===== src/assert_macros.svh =====
// Assertion macros used by the accumulator core.
`ifndef ASSERT_MACROS_SVH
`define ASSERT_MACROS_SVH

// Checked on every rising clock edge outside reset.
`define PLAC_ASSERT(lbl, clk, rst_n, prop, msg) \
    lbl: assert property (@(posedge clk) disable iff (!rst_n) prop) else $error(msg);

// Checked on every rising clock edge, reset included.
`define PLAC_ASSERT_ALWAYS(lbl, clk, prop, msg) \
    lbl: assert property (@(posedge clk) prop) else $error(msg);

`endif


===== src/plac_pkg.sv =====
// Types, codes and constants of the path length accumulator.
`default_nettype none
package plac_pkg;

    localparam logic [1:0] CMD_LINE = 2'd0;
    localparam logic [1:0] CMD_ARC  = 2'd1;
    localparam logic [1:0] CMD_BACK = 2'd2;

    localparam logic [47:0] SUM_MAX = 48'hFFFF_FFFF_FFFF;

    localparam int SQRT_STEPS   = 33;
    localparam int DIV_STEPS    = 64;
    localparam int CORDIC_STEPS = 31;

    // Datapath operations issued by the controller.
    localparam logic [3:0] OP_NONE       = 4'd0;
    localparam logic [3:0] OP_LOAD       = 4'd1;
    localparam logic [3:0] OP_SQX        = 4'd2;
    localparam logic [3:0] OP_SQY        = 4'd3;
    localparam logic [3:0] OP_SQRT_STEP  = 4'd4;
    localparam logic [3:0] OP_CHK        = 4'd5;
    localparam logic [3:0] OP_DIV_INIT   = 4'd6;
    localparam logic [3:0] OP_DIV_STEP   = 4'd7;
    localparam logic [3:0] OP_SSQ        = 4'd8;
    localparam logic [3:0] OP_CORD_INIT  = 4'd9;
    localparam logic [3:0] OP_CORD_STEP  = 4'd10;
    localparam logic [3:0] OP_MUL        = 4'd11;
    localparam logic [3:0] OP_FIN        = 4'd12;

    typedef struct packed {
        logic [1:0]         command;
        logic signed [31:0] target_x;
        logic signed [31:0] target_y;
        logic [31:0]        radius;
    } t_in;

    typedef struct packed {
        logic [47:0] total_distance;
        logic        arc_error;
        logic        saturated;
    } t_out;

    typedef struct packed {
        logic [3:0] op;
        logic [4:0] idx;
    } t_dp_cmd;

    typedef struct packed {
        logic mov;       // line or arc command captured
        logic line;      // line command captured
        logic arc_skip;  // arc rejected or zero chord; valid in the check step
    } t_dp_sts;

    // Arctangent of 2^-i, Q2.30, truncated.
    function automatic logic [31:0] atan_q30(input logic [4:0] i);
        logic [31:0] v;
        case (i)
            5'd0:  v = 32'h3243F6A8;
            5'd1:  v = 32'h1DAC6705;
            5'd2:  v = 32'h0FADBAFC;
            5'd3:  v = 32'h07F56EA6;
            5'd4:  v = 32'h03FEAB76;
            5'd5:  v = 32'h01FFD55B;
            5'd6:  v = 32'h00FFFAAA;
            5'd7:  v = 32'h007FFF55;
            5'd8:  v = 32'h003FFFEA;
            5'd9:  v = 32'h001FFFFD;
            5'd10: v = 32'h000FFFFF;
            5'd11: v = 32'h0007FFFF;
            5'd12: v = 32'h0003FFFF;
            5'd13: v = 32'h0001FFFF;
            5'd14: v = 32'h0000FFFF;
            5'd15: v = 32'h00007FFF;
            5'd16: v = 32'h00003FFF;
            5'd17: v = 32'h00001FFF;
            5'd18: v = 32'h00000FFF;
            5'd19: v = 32'h000007FF;
            5'd20: v = 32'h000003FF;
            5'd21: v = 32'h000001FF;
            5'd22: v = 32'h000000FF;
            5'd23: v = 32'h0000007F;
            5'd24: v = 32'h0000003F;
            5'd25: v = 32'h0000001F;
            5'd26: v = 32'h0000000F;
            5'd27: v = 32'h00000008;
            5'd28: v = 32'h00000004;
            5'd29: v = 32'h00000002;
            5'd30: v = 32'h00000001;
            default: v = 32'h00000000;
        endcase
        return v;
    endfunction

endpackage
`default_nettype wire


===== src/plac_ctrl.sv =====
// Controller state machine that sequences the shared datapath.
`default_nettype none
module plac_ctrl
    import plac_pkg::*;
(
    input  wire logic    i_clk,
    input  wire logic    i_rst_n,
    input  wire logic    i_in_valid,
    output logic         o_in_stall,
    output logic         o_out_valid,
    input  wire logic    i_out_stall,
    input  wire t_dp_sts i_sts,
    output t_dp_cmd      o_cmd
);

    localparam logic [3:0] S_IDLE  = 4'd0;
    localparam logic [3:0] S_SQX   = 4'd1;
    localparam logic [3:0] S_SQY   = 4'd2;
    localparam logic [3:0] S_SQRT  = 4'd3;
    localparam logic [3:0] S_CHK   = 4'd4;
    localparam logic [3:0] S_DINIT = 4'd5;
    localparam logic [3:0] S_DIV   = 4'd6;
    localparam logic [3:0] S_SSQ   = 4'd7;
    localparam logic [3:0] S_SQRT2 = 4'd8;
    localparam logic [3:0] S_CINIT = 4'd9;
    localparam logic [3:0] S_CORD  = 4'd10;
    localparam logic [3:0] S_MUL   = 4'd11;
    localparam logic [3:0] S_FIN   = 4'd12;

    localparam logic [5:0] SQRT_LAST = 6'(SQRT_STEPS - 1);
    localparam logic [5:0] DIV_LAST  = 6'(DIV_STEPS - 1);
    localparam logic [5:0] CORD_LAST = 6'(CORDIC_STEPS - 1);

    logic [3:0] r_state, n_state;
    logic [5:0] r_cnt, n_cnt;
    logic       r_valid, n_valid;

    always_comb begin
        n_state   = r_state;
        n_cnt     = r_cnt + 6'd1;
        n_valid   = r_valid && i_out_stall;
        o_cmd.op  = OP_NONE;
        o_cmd.idx = r_cnt[4:0];
        unique case (r_state)
            S_IDLE: begin
                if (i_in_valid) begin
                    o_cmd.op = OP_LOAD;
                    n_state  = S_SQX;
                end
            end
            S_SQX: begin
                if (i_sts.mov) begin
                    o_cmd.op = OP_SQX;
                    n_state  = S_SQY;
                end else begin
                    n_state = S_FIN;
                end
            end
            S_SQY: begin
                o_cmd.op = OP_SQY;
                n_cnt    = '0;
                n_state  = S_SQRT;
            end
            S_SQRT: begin
                o_cmd.op = OP_SQRT_STEP;
                if (r_cnt == SQRT_LAST) begin
                    n_state = S_CHK;
                end
            end
            S_CHK: begin
                o_cmd.op = OP_CHK;
                n_state  = (i_sts.line || i_sts.arc_skip) ? S_FIN : S_DINIT;
            end
            S_DINIT: begin
                o_cmd.op = OP_DIV_INIT;
                n_cnt    = '0;
                n_state  = S_DIV;
            end
            S_DIV: begin
                o_cmd.op = OP_DIV_STEP;
                if (r_cnt == DIV_LAST) begin
                    n_state = S_SSQ;
                end
            end
            S_SSQ: begin
                o_cmd.op = OP_SSQ;
                n_cnt    = '0;
                n_state  = S_SQRT2;
            end
            S_SQRT2: begin
                o_cmd.op = OP_SQRT_STEP;
                if (r_cnt == SQRT_LAST) begin
                    n_state = S_CINIT;
                end
            end
            S_CINIT: begin
                o_cmd.op = OP_CORD_INIT;
                n_cnt    = '0;
                n_state  = S_CORD;
            end
            S_CORD: begin
                o_cmd.op = OP_CORD_STEP;
                if (r_cnt == CORD_LAST) begin
                    n_state = S_MUL;
                end
            end
            S_MUL: begin
                o_cmd.op = OP_MUL;
                n_state  = S_FIN;
            end
            S_FIN: begin
                // The result register is free or is being emptied this cycle.
                if (!r_valid || !i_out_stall) begin
                    o_cmd.op = OP_FIN;
                    n_valid  = 1'b1;
                    n_state  = S_IDLE;
                end
            end
            default: begin
                n_state = S_IDLE;
            end
        endcase
    end

    always_ff @(posedge i_clk) begin
        if (!i_rst_n) begin
            r_state <= S_IDLE;
            r_cnt   <= '0;
            r_valid <= 1'b0;
        end else begin
            r_state <= n_state;
            r_cnt   <= n_cnt;
            r_valid <= n_valid;
        end
    end

    assign o_in_stall  = (r_state != S_IDLE);
    assign o_out_valid = r_valid;

endmodule
`default_nettype wire


===== config.mk =====
export PLATFORM = sky130hd
export DESIGN_NAME = plac_ctrl
export DESIGN_NICKNAME = d
export VERILOG_FILES = /design/src/assert_macros.svh /design/src/plac_pkg.sv /design/src/plac_ctrl.sv
export SDC_FILE = /design/constraint.sdc
export NUM_CORES = 1
export LEC_CHECK = 0
export BUFFER_PORTS_ARGS = -buffer_cell sky130_fd_sc_hd__buf_2
export CELL_PAD_IN_SITES_DETAIL_PLACEMENT = 0
export CELL_PAD_IN_SITES_GLOBAL_PLACEMENT = 1
export CORE_MARGIN = 5
export CORE_UTILIZATION = 41
export CTS_CLUSTER_SIZE = 30
export DETAILED_ROUTE_END_ITERATION = 12
export HOLD_SLACK_MARGIN = 0.05
export PLACE_DENSITY = 0.88
export SLEW_MARGIN = 20
export SYNTH_ARGS = -nofsm -noshare
export SYNTH_HDL_FRONTEND = slang
export SYNTH_SLANG_ARGS = --single-unit
export TNS_END_PERCENT = 50

===== constraint.sdc =====
create_clock -name i_clk -period 3.2 [get_ports i_clk]
set_input_delay 0.64 -clock i_clk [delete_from_list [all_inputs] [get_ports i_clk]]
set_output_delay 0.64 -clock i_clk [all_outputs]
set_load 0.03 [all_outputs]

# Word-level counts from Yosys, hierarchy flattened
# Cells that the tools add are included.
[word_totals]
rom_bits = 0
out_inout_bits = 11
ramBits = 0
register_bits = 11
mem_count = 0
latch_bits = 0
inputBits = 7
[classes]
n_eq_ne = 21
n_mul = 0
n_lt_le_gt_ge = 0
n_reduce_logical = 10
n_shift = 0
mux = 15
bitwise = 1
n_addsub = 1
div_mod_pow = 0
[ops]
columns = ["op", "count"]
rows = [
  ["4-bit one-hot mux with 13 select lines", 1],
  ["4-bit one-hot mux with 12 select lines", 1],
  ["4-bit two-way mux", 9],
  ["4-bit == test (second input constant)", 5],
  ["4-bit by 3-bit == test with 1-bit output (second input constant)", 4],
  ["6-bit == test (second input constant)", 2],
  ["2-bit != test (second input constant)", 6],
  ["4-bit by 2-bit == test with 1-bit output (second input constant)", 2],
  ["6-bit by 1-bit adder with 6-bit output (second input constant)", 1],
  ["6-bit by 5-bit == test with 1-bit output (second input constant)", 1],
  ["6-bit AND reduction", 1],
  ["5-bit OR reduction", 1],
  ["4-bit by 1-bit == test with 1-bit output (second input constant)", 1],
  ["4-bit logical NOT", 1],
  ["4-bit nonzero test", 1],
  ["1-bit two-way mux", 3],
  ["1-bit logical NOT", 2],
  ["1-bit logical OR", 2],
  ["2-bit two-way mux", 1],
  ["2-bit OR reduction", 1],
  ["1-bit logical AND", 1],
  ["1-bit NOT", 1],
]

# Depth between registers and ports, before layout
# Gate-level depths: netlist of run 1.
[depth]
depth_word = 4
ltp_mapped = 6

# Worst setup path after synthesis of run 1
# Ideal clock, no wire load.
[synth_path]
path_kind = "reg-to-output"
from = "register r_state[1]"
to = "output o_cmd[7] in the netlist's numbering"
arrival_ns = 1.407
n_path_buf = 1
path_stages_with_launch = 6
setup_slack_ns = 1.153
required_ns = 2.560
cell_sequence = "dfxtp_1 > clkbuf_1 > nand2_1 > nor2_1 > a21oi_1 > o22ai_1"
[synth_lines]
columns = ["element", "line", "text"]
rows = [
  ["start, declared", "plac_ctrl.sv:34", "logic [3:0] r_state, n_state;"],
  ["start signal, assigned", "plac_ctrl.sv:131", "r_state <= n_state;"],
  ["end, declared", "plac_ctrl.sv:13", "output t_dp_cmd o_cmd"],
]

==> results.py, run 1 <==
metrics = {
    "logic_synthesis": {
        "yosys.area.top_type": "dfxtp_1",
        "synthSimpleGateAreaFrac": 0.2933,
        "synth_top_family_by_area": "simple AND/OR/NAND/NOR gates",
        "synth-main-ff-cell": "dfxtp_1",
        "synth_adder_area_share": 0.04444,
        "ys_async_sr_fraction": 0,
        "synthTopCellsByArea": "dfxtp_1 26%, nor2_1 4.9%, buf_4 4.4%",
        "yosysUniqueCellTypes": 43,
        "synth_compound_area_frac": 0.2415,
        "syn-mean-instance-area_sq_um": 7.893,
        "synth_top_area_share": 0.2607,
        "synth_area_sq_um": 844.6,
        "yosysSeqAreaShare": 0.2607,
        "yosysWarnings": 0,
        "synth-seq-cells": 11,
        "syn_inst": 107,
        "synth_edf_count": 0,
        "syn-num-nets": 117,
        "synth_xor_area_frac": 0.04148,
        "synth_common_cells": "11 x dfxtp_1, 11 x nor2_1, 6 x inv_1, 6 x nand3_1",
        "synthMuxAreaShare": 0.01185,
    },
    "place": {
        "place.gp.congestion": 0.8201,
        "post-dp-hpwl_mm": 1.450,
        "io_buffer_count": 17,
    },
    "final_layout": {
        "drive_gt1_frac": 0.2203,
        "area_delta_synth_final_pct": 9.630,
        "nets": 129,
        "n_antenna_cell": 0,
    },
    "worst_setup_path": {
        "critPathRequiredTime_ns": 2.56,
        "critPathMaxFanout": 19,
        "startpoint_type": "flip-flop",
        "crit_type": "reg2out",
        "cp-end-kind": "output pin",
        "r2r_cells": 4,
        "arrival_ns": 1.73,
    },
    "pwr": {
        "ir_drop_v": 0.0005175,
        "p_per_area_mw_per_mm2": 930.1,
        "p_leak_nw": 0.3838,
        "power_uw": 861.2,
    },
    "detailed_routing": {
        "wire_per_inst_um": 12.99,
        "highest_layer": "met4",
        "wl_met2_um": 892,
        "drc": 0,
        "viasPerCell": 5.483,
        "vias": 795,
        "drtIter0Drc": 14,
        "met1_length_um": 891,
        "route.met3.wl_um": 84,
        "first_pass_iters": 4,
        "wl_mm": 1.883,
        "ant_nets": 0,
    },
    "grt": {
        "antenna_found_initial": 0,
        "grt_overflow": 0,
        "grt_max_degree": 20,
        "grt.total_usage": 0.1239,
        "grt_first_pass_wirelength_mm": 3.208,
        "grt_pass1_vias": 701,
    },
    "sta": {
        "rsz0062_at_grt": "false",
        "clock_skew_ns": 0.0008357,
        "layout_min_cycle_time_ns": 2.367,
        "min_period_over_period": 0.7396,
        "hold_violations": 0,
        "tightest_slew_ns": 0.6376,
        "fin_setup_tns_ns": 0,
        "clock.fmax_mhz": 422.5,
        "slew-limit-headroom": 0.5744,
        "setup_viol": 0,
        "slew_violations": 0,
    },
    "clocking": {
        "cts_buffers": 3,
        "cts_buffer_depth": 2,
        "cts_hold_buffers": 0,
        "cts_tree": "done",
        "clkTransAtPathRegs_ns": 0.07,
        "cts_root_buffer": "clkbuf_4",
        "clock_latency_ns": 0.26,
        "post_cts_buffers": 0,
        "ctsResizeCount": 0,
        "htree_levels": 1,
        "clock_sinks": 11,
    },
    "die": {
        "die_w_um": 55.39,
        "boundaryPins": 18,
        "fp-row-count": 16,
        "dieArea_sq_mm": 0.003068,
        "start_util": 0.4305,
        "core-area_sq_mm": 0.001962,
        "dieHeight_um": 55.39,
    },
    "flow_run": {
        "maxCapViolations": 0,
    },
    "status": {
        "status": "finished clean",
    },
    "min_path": {
        "whs_path_depth": 1,
        "min_path_type": "reg2reg",
    },
}
[final timing paths]
check | from | end | slack, ns
min | r_cnt[0] | r_cnt[0] | 0.47
min reg2reg | r_cnt[0] | r_cnt[0] | 0.47
max reg2reg | r_state[2] | r_state[1] | 1.30
max | r_state[2] | o_cmd[5] | 0.83
[final cells by class]
class,instances,area (sq um)
well taps,27,33.78
flip-flops and latches,11,220.2
inverters,7,26.28
clock buffers,4,26.28
repair buffers,17,85.08
multi-input cells,79,534.3
fillers,232,1036
[where the power goes]
| part | switching (mW) | internal, mW | leakage, nW |
|---|---|---|---|
| Sequential | 0.102 | 0.173 | 0.0899 |
| Clock | 0.0437 | 0.0482 | 0.0150 |
| Combinational | 0.303 | 0.191 | 0.279 |
[metrics by stage]
step / setup slack [ns] / util / hold slack, ns / instance area, sq um / instances
final: 0.8333 / 0.4719 / 0.4739 / 925.9 / 145
after global routing: 0.6956 / 0.4719 / 0.5029 / 925.9 / 145
after CTS: 0.8563 / 0.4719 / 0.4819 / 925.9 / 145
after detailed placement: 1.135 / 0.4585 / 0.4656 / 899.6 / 141
after global placement: 1.176 / 0.4585 / 0.4550 / 899.6 / 141
after floorplan: 1.153 / - / 0.4415 / 844.6 / 107
[layout by cell type, fill, tap and decap left out, types with 2 or more instances in the layout]
cell type / n
or2_1: 2
inv_1: 6
a21oi_1: 3
o21ai_1: 4
clkbuf_4: 3
xor2_1: 2
dfxtp_1: 11
ha_1: 3
or3_1: 2
o22ai_1: 2
buf_2: 17
o21ai_0: 4
xnor2_1: 2
o221ai_1: 2
nand3_1: 6
nand2b_1: 2
nand2_1: 5
nor3_1: 4
nor2_1: 11
nor2b_1: 4
[critical path, stage by stage, from the launching register on]
cell     delay [ns]
dfxtp_1        0.73
nor3_1         0.13
or3_1          0.32
o21ai_1        0.07
buf_2          0.21
[flip-flops by register name (all words and copies together) (netlist names)]
| name | flops |
|---|---|
| r_cnt | 6 |
| o_out_valid | 1 |
| r_state | 4 |
[routing by layer]
metal | vias to the layer above | GRT usage
met1 | 370 | 0.1702
li1 | 403 | -
met3 | 2 | 0.02331
met4 | 0 | 0.06250
met2 | 20 | 0.1824
met5 | - | 0
[kinds of logic (layout without fill, tap and decap cells)]
kind of cell    after synthesis  count (layout)
fa+ha+maj                     3               3
flops                        11              11
mux                           1               1
compound gates               26              26
simple gates                 45              45
xor+xnor                      4               4
buf+inv                      17              28
No activity file was read; power rests on OpenSTA's default activity.
==> run 2: changes to the inputs <==
--- a/config.mk
+++ b/config.mk
@@ -5,15 +5,16 @@
 export SDC_FILE = /design/constraint.sdc
 export NUM_CORES = 1
 export LEC_CHECK = 0
+export ABC_AREA = 1
 export BUFFER_PORTS_ARGS = -buffer_cell sky130_fd_sc_hd__buf_2
 export CELL_PAD_IN_SITES_DETAIL_PLACEMENT = 0
 export CELL_PAD_IN_SITES_GLOBAL_PLACEMENT = 1
 export CORE_MARGIN = 5
-export CORE_UTILIZATION = 41
+export CORE_UTILIZATION = 32
 export CTS_CLUSTER_SIZE = 30
 export DETAILED_ROUTE_END_ITERATION = 12
 export HOLD_SLACK_MARGIN = 0.05
-export PLACE_DENSITY = 0.88
+export PLACE_DENSITY = 0.79
 export SLEW_MARGIN = 20
 export SYNTH_ARGS = -nofsm -noshare
 export SYNTH_HDL_FRONTEND = slang
==> constraint.sdc (replaced) <==
create_clock -name i_clk -period 2.08 [get_ports i_clk]
set_input_delay 0.416 -clock i_clk [delete_from_list [all_inputs] [get_ports i_clk]]
set_output_delay 0.416 -clock i_clk [all_outputs]
set_load 0.03 [all_outputs]
==> results.py, run 2 <==
metrics = {
    "place": {
        "post-dp-hpwl_mm": 1.654,
        "io_buffer_count": 17,
        "place_area_sq_um": 900.9,
        "place.gp.congestion": 0.9172,
        "pre_cts_ws_ns": 0.3383,
        "placed_cells": 177,
    },
    "worst_setup_path": {
        "crit_type": "reg2out",
        "critPathMaxFanout": 6,
        "startpoint_type": "flip-flop",
        "ff2ff_setup_slack_ns": 0.66,
        "cp-end-kind": "output pin",
        "arrival_ns": 1.53,
        "critPathRequiredTime_ns": 1.66,
    },
    "pwr": {
        "ir_drop_v": 0.0005843,
        "p_per_area_mw_per_mm2": 1365,
        "switching_share": 0.5405,
        "p_leak_nw": 0.4818,
        "power_frac_seq": 0.274,
        "combPwrFrac": 0.612,
        "clockPowerShare": 0.114,
        "p_switching_uw": 688.6,
        "p_int_uw": 585.5,
    },
    "clocking": {
        "cts_root_buffer": "clkbuf_4",
        "clock_latency_ns": 0.26,
        "cts_buffers": 3,
        "htree_levels": 1,
        "cts_buffer_depth": 2,
        "clkTransAtPathRegs_ns": 0.07,
        "cts_tree": "done",
        "clock_sinks": 11,
        "cts_hold_buffers": 0,
    },
    "sta": {
        "layout_min_cycle_time_ns": 1.947,
        "setup_viol": 0,
        "min_period_over_period": 0.9362,
        "clock_skew_ns": 0.003059,
        "rsz0062_at_grt": "false",
        "slew_violations": 0,
        "fin_setup_tns_ns": 0,
        "setup_slack_ns": 0.1328,
        "hold_violations": 0,
        "slew-limit-headroom": 0.7820,
        "tightest_slew_ns": 0.3260,
        "clock.fmax_mhz": 513.6,
    },
    "logic_synthesis": {
        "synth-main-ff-cell": "dfxtp_1",
        "yosysSeqAreaShare": 0.2663,
        "yosysWarnings": 0,
        "yosys.area.top_type": "dfxtp_1",
        "synth_top_area_share": 0.2663,
        "synth-seq-cells": 11,
        "syn-num-nets": 146,
        "synth_area_sq_um": 827.0,
        "ys_async_sr_fraction": 0,
        "syn-mean-instance-area_sq_um": 6.081,
        "yosysUniqueCellTypes": 24,
        "yosysMostFrequentCell": "nand2_1",
        "syn_inst": 136,
        "synth_edf_count": 0,
        "synthTopCellsByArea": "dfxtp_1 27%, nand2_1 15%, nor2_1 11%",
        "synth_common_cells": "33 x nand2_1, 25 x nor2_1, 15 x inv_1",
    },
    "final_layout": {
        "nets": 162,
        "finish.instance_area_sq_um": 933.4,
        "largest_reg_flops": 6,
        "n_antenna_cell": 0,
        "final_common_cell": "nand2_1",
        "largest_register": "r_cnt",
        "drive_gt1_frac": 0.2252,
        "nFillCells": 297,
        "final_cell_mix": "33 x nand2_1, 24 x nor2_1, 17 x buf_2",
        "final_core_util": 0.3768,
        "instances_no_fill": 181,
        "area_delta_synth_final_pct": 12.86,
    },
    "detailed_routing": {
        "vias": 871,
        "drtIter0Drc": 34,
        "wl_mm": 1.965,
        "first_pass_iters": 4,
        "ant_nets": 0,
        "viasPerCell": 4.812,
        "wire_per_inst_um": 10.86,
        "drc": 0,
    },
    "die": {
        "boundaryPins": 18,
        "die_w_um": 60.84,
        "core-area_sq_mm": 0.002477,
        "fp-row-count": 18,
        "dieArea_sq_mm": 0.003702,
        "dieHeight_um": 60.84,
        "start_util": 0.3338,
    },
    "grt": {
        "grt_pass1_vias": 801,
        "grt_overflow": 0,
        "antenna_found_initial": 0,
        "grt.total_usage": 0.1212,
        "grt_max_degree": 9,
        "grt_first_pass_wirelength_mm": 3.325,
    },
    "min_path": {
        "min_path_type": "in2reg",
    },
    "status": {
        "status": "finished clean",
    },
    "flow_run": {
        "maxCapViolations": 0,
    },
}
run 2: changes by cell type after synthesis, sizes merged, moves of 2 or more:
| cell | previous run | this run |
|---|---|---|
| o22ai | 2 | 0 |
| nor3 | 4 | 1 |
| nand2 | 6 | 35 |
| nand4 | 0 | 2 |
| nand2b | 2 | 0 |
| inv | 7 | 17 |
| o221ai | 2 | 0 |
| clkbuf | 4 | 0 |
| or3 | 2 | 0 |
| nor2b | 4 | 0 |
| nor2 | 12 | 30 |
| nand3 | 6 | 12 |
run 2: logic make-up (layout without fill, tap and decap cells):
logic type | count (synthesis) | count (layout) | share of synthesized area
fa+ha+maj | 3 | 3 | 0.04539
buf+inv | 24 | 39 | 0.1407
xor+xnor | 2 | 2 | 0.02118
flops | 11 | 11 | 0.2663
compound gates | 14 | 14 | 0.09985
simple gates | 82 | 82 | 0.4266
run 2: final timing paths:
path / from / endpoint / cells past startpoint
worst max-delay path: r_state[1] / o_cmd[8] / 6
worst min-delay path: i_rst_n / r_state[2] / 3
worst max register to register: r_cnt[0] / r_state[0] / 7
worst min register to register: r_cnt[0] / r_cnt[0] / 1
run 2: power by group through the flow:
| stage | Sequential (mW) | Clock, mW | Combinational [mW] |
|---|---|---|---|
| 2_1_floorplan | 0.320 | 0 | 0.653 |
| 3_3_place_gp | 0.342 | 0 | 0.785 |
| 3_5_place_dp | 0.347 | 0 | 0.784 |
| 4_1_cts | 0.341 | 0.157 | 0.786 |
| 5_1_grt | 0.359 | 0.170 | 0.877 |
| 6_report | 0.349 | 0.145 | 0.780 |
run 2: final cells by class:
cell class / count / area [sq um] / share of cell area
Clock buffer: 4 / 26.28 / 0.02815
Inverter: 18 / 67.56 / 0.07239
Multi-Input combinational cell: 101 / 493.0 / 0.5282
Sequential cell: 11 / 224.0 / 0.2399
Tap cell: 30 / 37.54 / 0.04021
Timing Repair Buffer: 17 / 85.08 / 0.09115
run 2: through the flow:
step                hold WS, ns  power [mW]
finish                   0.4258       1.274
global route             0.4306       1.406
CTS                      0.4172       1.285
detailed placement       0.4739       1.131
global placement         0.4637       1.127
floorplan                0.4415      0.9728
run 2: worst max-delay path: stages, from the launching register on:
cell	delay, ns
dfxtp_1	0.36
nor2_2	0.18
inv_1	0.11
nor2_1	0.14
nand2_1	0.09
a32oi_1	0.16
buf_2	0.22
run 2: repair_timing:
| item | 4_1_cts | 5_1_grt |
|---|---|---|
| setup endpoints to repair | 0 | 3 |
| gates resized for setup | 0 | 4 |
| setup buffers | 0 | 0 |
run 2: layer usage:
metal	up-vias	global-route usage	wire, um
met5	-	0	0
met4	0	0.07430	34
met3	4	0.01489	82
met2	15	0.2015	977
met1	397	0.1480	871
li1	455	-	-
==> run 3: changes to the inputs <==
--- a/config.mk
+++ b/config.mk
@@ -13,6 +13,7 @@
 export CORE_UTILIZATION = 32
 export CTS_CLUSTER_SIZE = 30
 export DETAILED_ROUTE_END_ITERATION = 12
+export GPL_TIMING_DRIVEN = 0
 export HOLD_SLACK_MARGIN = 0.05
 export PLACE_DENSITY = 0.79
 export SLEW_MARGIN = 20
==> results.py, run 3 (synthesized netlist as in run 2, its figures left out) <==
metrics = {
    "status": {
        "status": "finished clean",
    },
    "worst_setup_path": {
        "startpoint": "r_state[2]",
        "r2r_cells": 7,
        "critPathMaxFanout": 8,
        "cp-end-kind": "output pin",
        "startpoint_type": "flip-flop",
        "r2r_start": "r_cnt[0]",
        "crit_type": "reg2out",
        "crit_end": "o_cmd[8]",
        "rr_endpoint": "r_state[2]",
        "ff2ff_setup_slack_ns": 0.64,
        "critPathRequiredTime_ns": 1.66,
        "arrival_ns": 1.54,
    },
    "grt": {
        "grt_overflow": 0,
        "grt_max_degree": 9,
        "grt_pass1_vias": 873,
        "use_met3": 0.02979,
        "gr-max-usage-layer": "met2",
        "grt_first_pass_wirelength_mm": 3.443,
        "antenna_found_initial": 0,
        "grt.total_usage": 0.1252,
        "use_met1": 0.1354,
        "grt_util_met2": 0.2214,
    },
    "detailed_routing": {
        "drtIter0Drc": 30,
        "viasPerCell": 4.733,
        "vias": 885,
        "drc": 0,
        "ant_nets": 0,
        "wire_per_inst_um": 11.13,
        "first_pass_iters": 4,
        "wl_mm": 2.081,
    },
    "pwr": {
        "ir_drop_v": 0.0007582,
        "clockPowerShare": 0.108,
        "p_leak_nw": 0.5176,
        "power_mw": 1.354,
        "p_int_uw": 633.4,
        "p_switching_uw": 720.2,
        "switching_share": 0.5321,
        "power_frac_seq": 0.261,
        "p_per_area_mw_per_mm2": 1357,
        "combPwrFrac": 0.631,
    },
    "place": {
        "placed_cells": 183,
        "post-dp-hpwl_mm": 1.678,
        "pre_cts_ws_ns": 0.2879,
        "place.gp.congestion": 0.9262,
        "place_area_sq_um": 949.7,
        "io_buffer_count": 17,
    },
    "clocking": {
        "clkTransAtPathRegs_ns": 0.07,
        "cts_root_buffer": "clkbuf_4",
        "cts_tree": "done",
        "clock_latency_ns": 0.27,
        "ctsResizeCount": 1,
        "clock_sinks": 11,
        "cts_hold_buffers": 0,
        "cts_buffer_depth": 2,
        "cts_buffers": 3,
        "htree_levels": 1,
        "post_cts_buffers": 0,
    },
    "die": {
        "boundaryPins": 18,
        "fp-row-count": 18,
        "die_w_um": 60.84,
        "dieHeight_um": 60.84,
        "core-area_sq_mm": 0.002477,
        "start_util": 0.3338,
        "dieArea_sq_mm": 0.003702,
    },
    "sta": {
        "slew-limit-headroom": 0.8074,
        "fin_setup_tns_ns": 0,
        "rsz0062_at_grt": "false",
        "slew_violations": 0,
        "min_period_over_period": 0.9417,
        "setup_viol": 0,
        "clock.fmax_mhz": 510.6,
        "holdWs_ns": 0.4159,
        "setup_slack_ns": 0.1214,
        "layout_min_cycle_time_ns": 1.959,
        "clock_skew_ns": 0.001739,
        "hold_violations": 0,
        "tightest_slew_ns": 0.2881,
    },
    "final_layout": {
        "largest_register": "r_cnt",
        "regArea_sq_um": 226.5,
        "finish.instance_area_sq_um": 997.2,
        "multi_input_area_sq_um": 503.0,
        "nFillCells": 292,
        "n_antenna_cell": 0,
        "final_common_cell": "nand2_1",
        "nets": 168,
        "instances_no_fill": 187,
        "final_cell_mix": "33 x nand2_1, 24 x nor2_1, 16 x buf_2",
        "largest_reg_flops": 6,
        "drive_gt1_frac": 0.2548,
        "area_delta_synth_final_pct": 20.57,
        "final_core_util": 0.4025,
    },
    "min_path": {
        "min_path_type": "in2reg",
    },
    "flow_run": {
        "maxCapViolations": 0,
    },
}
-- run 3: changes by cell type in the layout (fill, tap and decap cells not counted), sizes merged --
cell | before | now
buf | 17 | 22
clkbuf | 4 | 5
-- run 3: metal layers --
metal,vias up,share of wire,wire length [um]
li1,469,-,-
met1,396,0.42,880
met2,18,0.51,1054
met3,2,0.060,124
met4,0,0.010,21
met5,-,0,0
-- run 3: critical path, stage by stage (launching register included) --
cell and delay (ns):
dfxtp_1 0.33, buf_6 0.13, inv_1 0.06, nor2_2 0.16
nand2_1 0.14, a32oi_1 0.22, clkbuf_4 0.22
-- run 3: cell type report --
cell class                 count  area share
inverter                      18     0.06775
multi-input combinational    101      0.5044
tap                           30     0.03764
buffer                         6     0.04893
timing repair buffer          17     0.08783
sequential                    11      0.2271
clock buffer                   4     0.02635
-- run 3: power groups by stage --
stage | Clock [mW] | Combinational (mW) | Sequential, mW
global placement | 0 | 0.828 | 0.336
finish | 0.146 | 0.854 | 0.354
CTS | 0.154 | 0.842 | 0.335
floorplan | 0 | 0.653 | 0.320
detailed placement | 0 | 0.836 | 0.337
global route | 0.168 | 0.944 | 0.366
-- run 3: how the worst min path moves through the flow --
stage                     depth (start not counted)         end  slack, ns  startpoint
after floorplan                                   1    r_cnt[0]       0.44    r_cnt[0]
after global placement                            1    r_cnt[0]       0.47    r_cnt[0]
after detailed placement                          1    r_cnt[0]       0.49    r_cnt[0]
after CTS                                         3  r_state[0]       0.41     i_rst_n
after global routing                              3  r_state[3]       0.40     i_rst_n
final                                             3  r_state[0]       0.42     i_rst_n
